==> config.mk <==
export PLATFORM = sky130hd
export DESIGN_NAME = mouse_packet_generator
export DESIGN_NICKNAME = d
export VERILOG_FILES = /design/src/design/mpg_pkg.sv /design/src/design/mouse_packet_generator.sv
export SDC_FILE = /design/constraint.sdc
export NUM_CORES = 1
export LEC_CHECK = 0
export BUFFER_PORTS_ARGS = -buffer_cell sky130_fd_sc_hd__buf_2
export CELL_PAD_IN_SITES_DETAIL_PLACEMENT = 1
export CELL_PAD_IN_SITES_GLOBAL_PLACEMENT = 2
export CORE_MARGIN = 10
export CORE_UTILIZATION = 25
export CTS_BUF_LIST = sky130_fd_sc_hd__clkbuf_8
export DETAILED_ROUTE_END_ITERATION = 7
export HOLD_SLACK_MARGIN = 0.08
export PLACE_DENSITY_LB_ADDON = 0.1
export SLEW_MARGIN = 20
export SYNTH_ARGS = -nofsm -noshare
export SYNTH_HDL_FRONTEND = slang
export SYNTH_SLANG_ARGS = --single-unit
==> constraint.sdc <==
create_clock -name i_clk -period 20.3 [get_ports i_clk]
set_input_delay 4.06 -clock i_clk [delete_from_list [all_inputs] [get_ports i_clk]]
set_output_delay 4.06 -clock i_clk [all_outputs]
set_load 0.005 [all_outputs]
==> src/design/mpg_pkg.sv <==
// ----------------------------------------------------------------------------
// Mouse packet generator package
// Opcodes, packet constants and default parameters shared by the design
// and its checker.
// ----------------------------------------------------------------------------
`default_nettype none

package mpg_pkg;

    // Event opcodes
    localparam logic [2:0] OP_INIT     = 3'd0;
    localparam logic [2:0] OP_ADD_MOVE = 3'd1;
    localparam logic [2:0] OP_SET_POS  = 3'd2;
    localparam logic [2:0] OP_SET_BTN  = 3'd3;
    localparam logic [2:0] OP_REQ_PKT  = 3'd4;

    // Button indexes
    localparam logic [1:0] BTN_LEFT  = 2'd0;
    localparam logic [1:0] BTN_RIGHT = 2'd1;

    // Header is 0xF8 with the left button in bit 1 and the right in bit 0.
    localparam logic [5:0] HEADER_TOP = 6'b111110;

    localparam int STEP_MAX = 127;

    localparam int FRAC_BITS_DEF = 8;

endpackage : mpg_pkg

`default_nettype wire

==> src/design/mouse_packet_generator.sv <==
// ----------------------------------------------------------------------------
// Mouse packet generator
// Relative mouse packet encoder with button tracking, motion accumulation
// and absolute position chasing.
// ----------------------------------------------------------------------------
// Usage:
//   Events enter on the input channel (i_in_valid / o_in_ready) and each one
//   gives exactly one result on the output channel (o_out_valid /
//   i_out_ready). A result carries the update-pending flag and, for a packet
//   request that has something to send, a three-byte packet.
//   An accepted request is held in an input register; when the result
//   register is empty or being taken, the event logic updates the state and
//   loads the result register, so a request passes through the input register
//   and then the result register. One request is taken every cycle while
//   results are taken; the rate is set by the single input-to-result stage,
//   which also updates all state. When the receiver stalls, the result
//   register holds its result and the input register holds the next request;
//   ready drops only when both are full. Reset clears all state, the mode
//   register and both stages. The user must write the relative_mode register
//   through i_cfg_we / i_cfg_wdata while no request is in flight; not enforced.
// ----------------------------------------------------------------------------
`default_nettype none

module mouse_packet_generator #(
    parameter int FRAC_BITS = mpg_pkg::FRAC_BITS_DEF
) (
    input  wire                i_clk,
    input  wire                i_rst_n,
    // Configuration
    input  wire                i_cfg_we,
    input  wire                i_cfg_wdata,
    // Event channel
    input  wire                i_in_valid,
    output logic               o_in_ready,
    input  wire         [2:0]  i_opcode,
    input  wire  signed [23:0] i_move_x,
    input  wire  signed [23:0] i_move_y,
    input  wire         [15:0] i_pos_x,
    input  wire         [15:0] i_pos_y,
    input  wire         [15:0] i_target_cur_x,
    input  wire         [15:0] i_target_cur_y,
    input  wire         [1:0]  i_button_index,
    input  wire                i_button_down,
    // Result channel
    output logic               o_out_valid,
    input  wire                i_out_ready,
    output logic               o_update_pending,
    output logic               o_packet_valid,
    output logic        [7:0]  o_packet_header,
    output logic signed [7:0]  o_packet_dx,
    output logic signed [7:0]  o_packet_dy
);

    localparam logic signed [32:0] ROUND_NEG = 33'((64'd1 << FRAC_BITS) - 64'd1);
    localparam logic signed [32:0] STEP_POS  = 33'(mpg_pkg::STEP_MAX);
    localparam logic signed [32:0] STEP_NEG  = -33'(mpg_pkg::STEP_MAX);

    // Input register
    logic               r_in_valid;
    logic        [2:0]  r_opcode;
    logic signed [23:0] r_move_x;
    logic signed [23:0] r_move_y;
    logic        [15:0] r_pos_x;
    logic        [15:0] r_pos_y;
    logic        [15:0] r_target_cur_x;
    logic        [15:0] r_target_cur_y;
    logic        [1:0]  r_button_index;
    logic               r_button_down;

    // Block state
    logic               r_relative_mode;
    logic               r_initialised;
    logic        [15:0] r_target_x, n_target_x;
    logic        [15:0] r_target_y, n_target_y;
    logic        [15:0] r_wanted_x, n_wanted_x;
    logic        [15:0] r_wanted_y, n_wanted_y;
    logic signed [31:0] r_acc_x, n_acc_x;
    logic signed [31:0] r_acc_y, n_acc_y;
    logic        [1:0]  r_host_btn, n_host_btn;
    logic        [1:0]  r_sent_btn, n_sent_btn;
    logic               n_initialised;

    // Result register
    logic               r_out_valid;
    logic               r_pending, n_pending;
    logic               r_pkt_valid, n_pkt_valid;
    logic        [7:0]  r_header, n_header;
    logic signed [7:0]  r_dx, n_dx;
    logic signed [7:0]  r_dy, n_dy;

    logic               w_advance;

    // Integer part of an accumulator, truncated toward zero.
    function automatic logic signed [32:0] f_int_part(input logic signed [31:0] acc);
        logic signed [32:0] v;
        v = {acc[31], acc};
        if (acc[31]) begin
            v = v + ROUND_NEG;
        end
        return v >>> FRAC_BITS;
    endfunction

    function automatic logic signed [7:0] f_clamp(input logic signed [32:0] d);
        logic signed [7:0] s;
        if (d > STEP_POS) begin
            s = STEP_POS[7:0];
        end else if (d < STEP_NEG) begin
            s = STEP_NEG[7:0];
        end else begin
            s = d[7:0];
        end
        return s;
    endfunction

    function automatic logic signed [31:0] f_sat_add(input logic signed [31:0] acc,
                                                     input logic signed [23:0] mv);
        logic signed [32:0] sum;
        logic signed [31:0] res;
        sum = {acc[31], acc} + {{9{mv[23]}}, mv};
        if (sum[32] != sum[31]) begin
            res = sum[32] ? 32'sh8000_0000 : 32'sh7FFF_FFFF;
        end else begin
            res = sum[31:0];
        end
        return res;
    endfunction

    assign w_advance  = r_in_valid && (!r_out_valid || i_out_ready);
    assign o_in_ready = i_rst_n && (!r_in_valid || w_advance);

    // Event logic
    always_comb begin
        logic signed [32:0] ip_x;
        logic signed [32:0] ip_y;
        logic signed [32:0] dist_x;
        logic signed [32:0] dist_y;
        logic signed [32:0] step_x;
        logic signed [32:0] step_y;
        logic signed [7:0]  cx;
        logic signed [7:0]  cy;
        logic        [1:0]  bit_mask;

        n_initialised = r_initialised;
        n_target_x    = r_target_x;
        n_target_y    = r_target_y;
        n_wanted_x    = r_wanted_x;
        n_wanted_y    = r_wanted_y;
        n_acc_x       = r_acc_x;
        n_acc_y       = r_acc_y;
        n_host_btn    = r_host_btn;
        n_sent_btn    = r_sent_btn;
        n_pending     = 1'b0;
        n_pkt_valid   = 1'b0;
        n_header      = 8'd0;
        n_dx          = 8'sd0;
        n_dy          = 8'sd0;

        ip_x     = f_int_part(r_acc_x);
        ip_y     = f_int_part(r_acc_y);
        dist_x   = 33'(signed'({1'b0, r_wanted_x})) - 33'(signed'({1'b0, r_target_x}));
        dist_y   = 33'(signed'({1'b0, r_wanted_y})) - 33'(signed'({1'b0, r_target_y}));
        step_x   = r_relative_mode ? ip_x : dist_x;
        step_y   = r_relative_mode ? ip_y : dist_y;
        cx       = f_clamp(step_x);
        cy       = f_clamp(step_y);
        bit_mask = (r_button_index == mpg_pkg::BTN_LEFT) ? 2'b01 : 2'b10;

        case (r_opcode)
            mpg_pkg::OP_INIT: begin
                n_initialised = 1'b1;
                n_host_btn    = 2'b00;
                n_sent_btn    = 2'b00;
                n_target_x    = r_pos_x;
                n_target_y    = r_pos_y;
            end
            mpg_pkg::OP_ADD_MOVE: begin
                if (r_initialised) begin
                    n_acc_x   = f_sat_add(r_acc_x, r_move_x);
                    n_acc_y   = f_sat_add(r_acc_y, r_move_y);
                    n_pending = (f_int_part(n_acc_x) != 33'sd0) ||
                                (f_int_part(n_acc_y) != 33'sd0);
                end
            end
            mpg_pkg::OP_SET_POS: begin
                if (r_initialised) begin
                    n_wanted_x = r_pos_x;
                    n_wanted_y = r_pos_y;
                    n_target_x = r_target_cur_x;
                    n_target_y = r_target_cur_y;
                    n_pending  = (r_pos_x != r_target_cur_x) || (r_pos_y != r_target_cur_y);
                end
            end
            mpg_pkg::OP_SET_BTN: begin
                if (r_button_index == mpg_pkg::BTN_LEFT ||
                    r_button_index == mpg_pkg::BTN_RIGHT) begin
                    n_host_btn = r_button_down ? (r_host_btn | bit_mask)
                                               : (r_host_btn & ~bit_mask);
                    n_pending  = |((n_host_btn ^ r_sent_btn) & bit_mask);
                end
            end
            mpg_pkg::OP_REQ_PKT: begin
                if (step_x != 33'sd0 || step_y != 33'sd0 || r_host_btn != r_sent_btn) begin
                    n_pending   = 1'b1;
                    n_pkt_valid = 1'b1;
                    n_header    = {mpg_pkg::HEADER_TOP, r_host_btn[0], r_host_btn[1]};
                    n_sent_btn  = r_host_btn;
                    n_dx        = cx;
                    n_dy        = cy;
                    if (r_relative_mode) begin
                        // The sent step is never larger than the integer part,
                        // so the accumulator only shrinks here.
                        n_acc_x = r_acc_x - (32'(cx) <<< FRAC_BITS);
                        n_acc_y = r_acc_y - (32'(cy) <<< FRAC_BITS);
                    end else begin
                        n_target_x = r_target_x + 16'(cx);
                        n_target_y = r_target_y + 16'(cy);
                    end
                end
            end
            default: begin
            end
        endcase
    end

    // Control state
    always_ff @(posedge i_clk) begin
        if (!i_rst_n) begin
            r_in_valid      <= 1'b0;
            r_out_valid     <= 1'b0;
            r_relative_mode <= 1'b0;
            r_initialised   <= 1'b0;
            r_target_x      <= '0;
            r_target_y      <= '0;
            r_wanted_x      <= '0;
            r_wanted_y      <= '0;
            r_acc_x         <= '0;
            r_acc_y         <= '0;
            r_host_btn      <= '0;
            r_sent_btn      <= '0;
        end else begin
            if (i_cfg_we) begin
                r_relative_mode <= i_cfg_wdata;
            end
            if (o_in_ready) begin
                r_in_valid <= i_in_valid;
            end
            if (w_advance) begin
                r_out_valid   <= 1'b1;
                r_initialised <= n_initialised;
                r_target_x    <= n_target_x;
                r_target_y    <= n_target_y;
                r_wanted_x    <= n_wanted_x;
                r_wanted_y    <= n_wanted_y;
                r_acc_x       <= n_acc_x;
                r_acc_y       <= n_acc_y;
                r_host_btn    <= n_host_btn;
                r_sent_btn    <= n_sent_btn;
            end else if (i_out_ready) begin
                r_out_valid <= 1'b0;
            end
        end
    end

    // Payload registers
    always_ff @(posedge i_clk) begin
        if (o_in_ready && i_in_valid) begin
            r_opcode       <= i_opcode;
            r_move_x       <= i_move_x;
            r_move_y       <= i_move_y;
            r_pos_x        <= i_pos_x;
            r_pos_y        <= i_pos_y;
            r_target_cur_x <= i_target_cur_x;
            r_target_cur_y <= i_target_cur_y;
            r_button_index <= i_button_index;
            r_button_down  <= i_button_down;
        end
        if (w_advance) begin
            r_pending   <= n_pending;
            r_pkt_valid <= n_pkt_valid;
            r_header    <= n_header;
            r_dx        <= n_dx;
            r_dy        <= n_dy;
        end
    end

    assign o_out_valid      = r_out_valid;
    assign o_update_pending = r_pending;
    assign o_packet_valid   = r_pkt_valid;
    assign o_packet_header  = r_header;
    assign o_packet_dx      = r_dx;
    assign o_packet_dy      = r_dy;

endmodule : mouse_packet_generator

`default_nettype wire

==> impl_metrics.py <==
metrics = {
    "drt": {
        "drt_first_pass_iters": 5,
        "drt-initial-drc-count": 963,
        "routed_wl_mm": 87.5,
        "antenna_violating_nets_post_route": 0,
        "route.detailed.wl_per_inst_um": 21.8,
        "via_count": 20700,
        "vias_per_cell": 5.17,
        "drc": 0,
    },
    "power_and_ir_drop": {
        "powerDensity_mw_per_mm2": 63.1,
        "ir_worst_vdd_mv": 0.0356,
        "finalPower_w": 0.00159,
        "leakage_nw": 9.55,
    },
    "clocking": {
        "worst_skew_pair.late_latency_ps": 710,
        "clkSinkCount": 274,
        "post_cts.resized_instances": 0,
        "clock_tree_from_tritoncts": "built",
        "post-cts-setup-buffer-count": 0,
        "clk_path_buf_depth": 3,
        "clk_root_buffer_cell": "clkbuf_8",
        "cts.htree.levels": 2,
        "clk_transition_reported_paths_ps": 50,
        "tritoncts.num_buffers": 58,
        "cts_hold_buf": 0,
    },
    "sta": {
        "worst-slew-pin-transition_ps": 1000,
        "min_period_over_period_pct": 46.1,
        "worst_hold_slack_ps": 459,
        "final_hold_viol_count": 0,
        "setup_viol_count_final": 0,
        "worst_clock_skew_ps": 33.3,
        "timing.slew.headroom_pct": 32.4,
        "fin_crit_ps": 9360,
        "timing_max_transition_violations_final": 0,
        "fmax_mhz": 107,
        "unrepaired_setup_endpoints_after_global_routing": "no",
        "fin_setup_tns_ps": 0,
    },
    "floorplan": {
        "horizontal_die_dimension_um": 318,
        "floorplan.io_pins": 152,
        "dieArea_sq_mm": 0.101,
        "fp-row-count": 109,
        "core_area_sq_mm": 0.0882,
        "vert_die_dim_um": 318,
        "initial_core_util_pct": 25.2,
    },
    "layout": {
        "layout.cells.most_common": "nor2_1",
        "layout_common_cells": "nor2_1, nand2_1, a21oi_1",
        "sequential_cell_area_sq_mm": 0.00687,
        "nFillCells": 10400,
        "finalNetCount": 3108,
        "flow.area_growth_from_synthesis_pct": 13.7,
        "multi_input_comb_area_sq_mm": 0.0145,
        "final_area_sq_mm": 0.0253,
        "layoutNonFillerInstCount": 4015,
        "fraction_of_final_layout_cells_sized_beyond_drive_strength_1_pct": 11.6,
    },
    "logic_synthesis": {
        "syn-mean-instance-area_sq_um": 8.27,
        "postSynth.asyncResetShare_pct": 0,
        "postSynthNetCount": 2995,
        "yosysUniqueCellTypes": 95,
        "post_synth_inst_count": 2687,
        "synth_seq_cells": 274,
        "dominantRegCellSynth": "edfxtp_1",
        "synth.yosys.seq_area_share_pct": 30.9,
        "synth_enable_flop_cells": 138,
        "mappedNetlistArea_sq_mm": 0.0222,
        "synth_warnings": 0,
    },
    "setup_path": {
        "rr_startpoint": "r_move_y[1]",
        "setup.worst_path.start": "i_rst_n",
        "critPathMostFrequentCell": "buf_2",
        "r2r_cells": 25,
        "critical-path-top-delay-family": "buffers and inverters",
        "category_of_the_worst_setup_path_capture_point": "primary output",
        "cp.required_ps": 16240,
        "worst_path_max_delay_cell": "a21oi_1",
        "arrival_ps": 5300,
        "cp.depth": 5,
        "critical_path.cell_chain": "buf_2, buf_4, inv_4, a21oi_1, buf_2",
        "critPathMaxFanout": 26,
        "max_stage_delay_ps": 510,
        "setup.worst_path.class": "primary input to primary output",
        "critical_path.startpoint_type": "primary input",
        "critical_path.n_buffers_inverters": 4,
    },
    "global_routing": {
        "grt_antenna_before_repair": 2,
        "overflow_left_after_global_routing": 0,
        "via_count_of_the_first_global_routing_pass": 22100,
        "grt_pass1_wl_mm": 134,
        "track_usage_pct": 16.6,
        "maximum_number_of_pins_on_one_net_before_global_route_repair": 92,
    },
    "hold_path": {
        "min_path_cells": 2,
        "hold_start": "r_wanted_y[0]",
        "min-delay-path-class": "flip-flop to flip-flop",
    },
    "place": {
        "hpwlAfterDp_mm": 67.8,
        "placement_cell_area_sq_mm": 0.0242,
        "gp_congestion": 0.845,
        "placedCellCount": 3905,
        "port-buffer-count": 150,
    },
    "job": {
        "total_of_max_cap_violations": 0,
    },
    "run_status": {
        "outcome": "finished, final reports clean",
    },
}
synth_stat cells, types with 13 or more instances:
master	n	area share, %
nor2_1	298	5.0
a211oi_1	45	1.5
or3_1	26	0.73
a21oi_1	221	5.0
o21bai_1	15	0.51
nand2_1	243	4.1
inv_1	110	1.9
nand2b_1	31	0.87
a22oi_1	18	0.61
and3_1	24	0.68
nor3b_1	14	0.47
a221oi_1	23	0.91
nand3_1	65	1.5
xnor2_1	113	4.5
a41oi_1	13	0.51
o211ai_1	32	1.1
nor2b_1	37	1.0
o21ai_1	14	0.32
or2_2	14	0.39
o21a_1	41	1.4
nor4_1	29	0.82
mux2i_1	41	1.8
nor3_1	78	1.8
ha_1	176	9.9
clkbuf_1	99	1.7
nand4_1	38	1.1
a211oi_2	16	0.90
dfxtp_1	136	12
a21o_1	43	1.5
and2_1	16	0.45
xor2_1	74	2.9
o21ai_0	145	3.3
edfxtp_1	138	19
a31oi_1	38	1.1
o31ai_1	13	0.44
worst paths after layout:
kind,endpoint,slack [ps]
max,o_in_ready,10940
min,r_wanted_y[0],460
max reg2reg,o_update_pending,12260
min reg2reg,r_wanted_y[0],460
state kept, by name, indices dropped and copies added (netlist names), 2 cells and up:
register	flops
r_target_y	16
r_wanted_x	16
r_button_index	2
r_sent_btn	2
r_acc_y	32
o_packet_dy	8
r_pos_x	16
r_move_y	24
r_target_cur_y	16
r_wanted_y	16
r_host_btn	2
r_pos_y	16
r_acc_x	32
r_target_x	16
r_move_x	24
r_opcode	3
r_target_cur_x	16
o_packet_dx	8
o_packet_header	3
cells by family (layout without fill, tap and decap cells):
family | after synthesis | after routing | share of synthesized area, %
fa+ha+maj | 184 | 184 | 10.6
mux | 48 | 48 | 2.20
xor+xnor | 187 | 187 | 7.37
simple gates | 956 | 956 | 20.6
compound gates | 802 | 802 | 24.1
buf+inv | 235 | 395 | 4.18
other cells | 1 | 4 | 0.0169
flops | 274 | 274 | 30.9
cell type report:
class	count	area share (%)
antenna	3	0.0297
clock buffer	60	3.27
clock inverter	47	1.02
inverter	115	1.72
multi-input combinational	2178	57.4
sequential	274	27.2
tap	1165	5.77
timing repair buffer	173	3.65
through the flow:
stage	setup slack, ps	utilization [%]
after floorplan	11690	-
after global placement	10910	27.4
after detailed placement	10940	27.4
after CTS	10930	28.6
after global routing	10870	28.6
final	10940	28.6
report_power, final:
group | switching (W) | total [W] | internal, W
Combinational | 0.000248 | 0.000394 | 0.000147
Clock | 0.000286 | 0.000585 | 0.000300
Sequential | 0.0000141 | 0.000614 | 0.000600
Total | 0.000547 | 0.00159 | 0.00105
worst register-to-register path, cell delays in order (launching register included):
cell       delay, ps
edfxtp_1         400
ha_1             310
a211oi_1         400
o21ai_0          340
a21oi_1          360
a211o_1          250
a31oi_1          160
a31oi_1          290
o21bai_1         100
a21oi_1          240
nor2b_1           80
o21ai_0          160
nand2b_1          90
xor2_1           310
ha_1             400
nor2b_1          200
nand2_1           70
nor4_1           540
nor4b_1          880
nor3_1           100
a211o_1          360
o32a_1           450
nor4_1           550
o2111ai_1        210
nor4_1           350
a32oi_1          180
routing by layer:
metal,share of wire (%),vias to the layer above,track usage [%],wire (um)
met5,0,-,0,0
met4,1.8,0,3.60,1600
met3,2.8,88,2.08,2410
met2,48,230,28.9,42300
met1,47,10200,21.6,41200
li1,-,10200,-,-
Note: power is estimated with default switching activity, not from simulation.
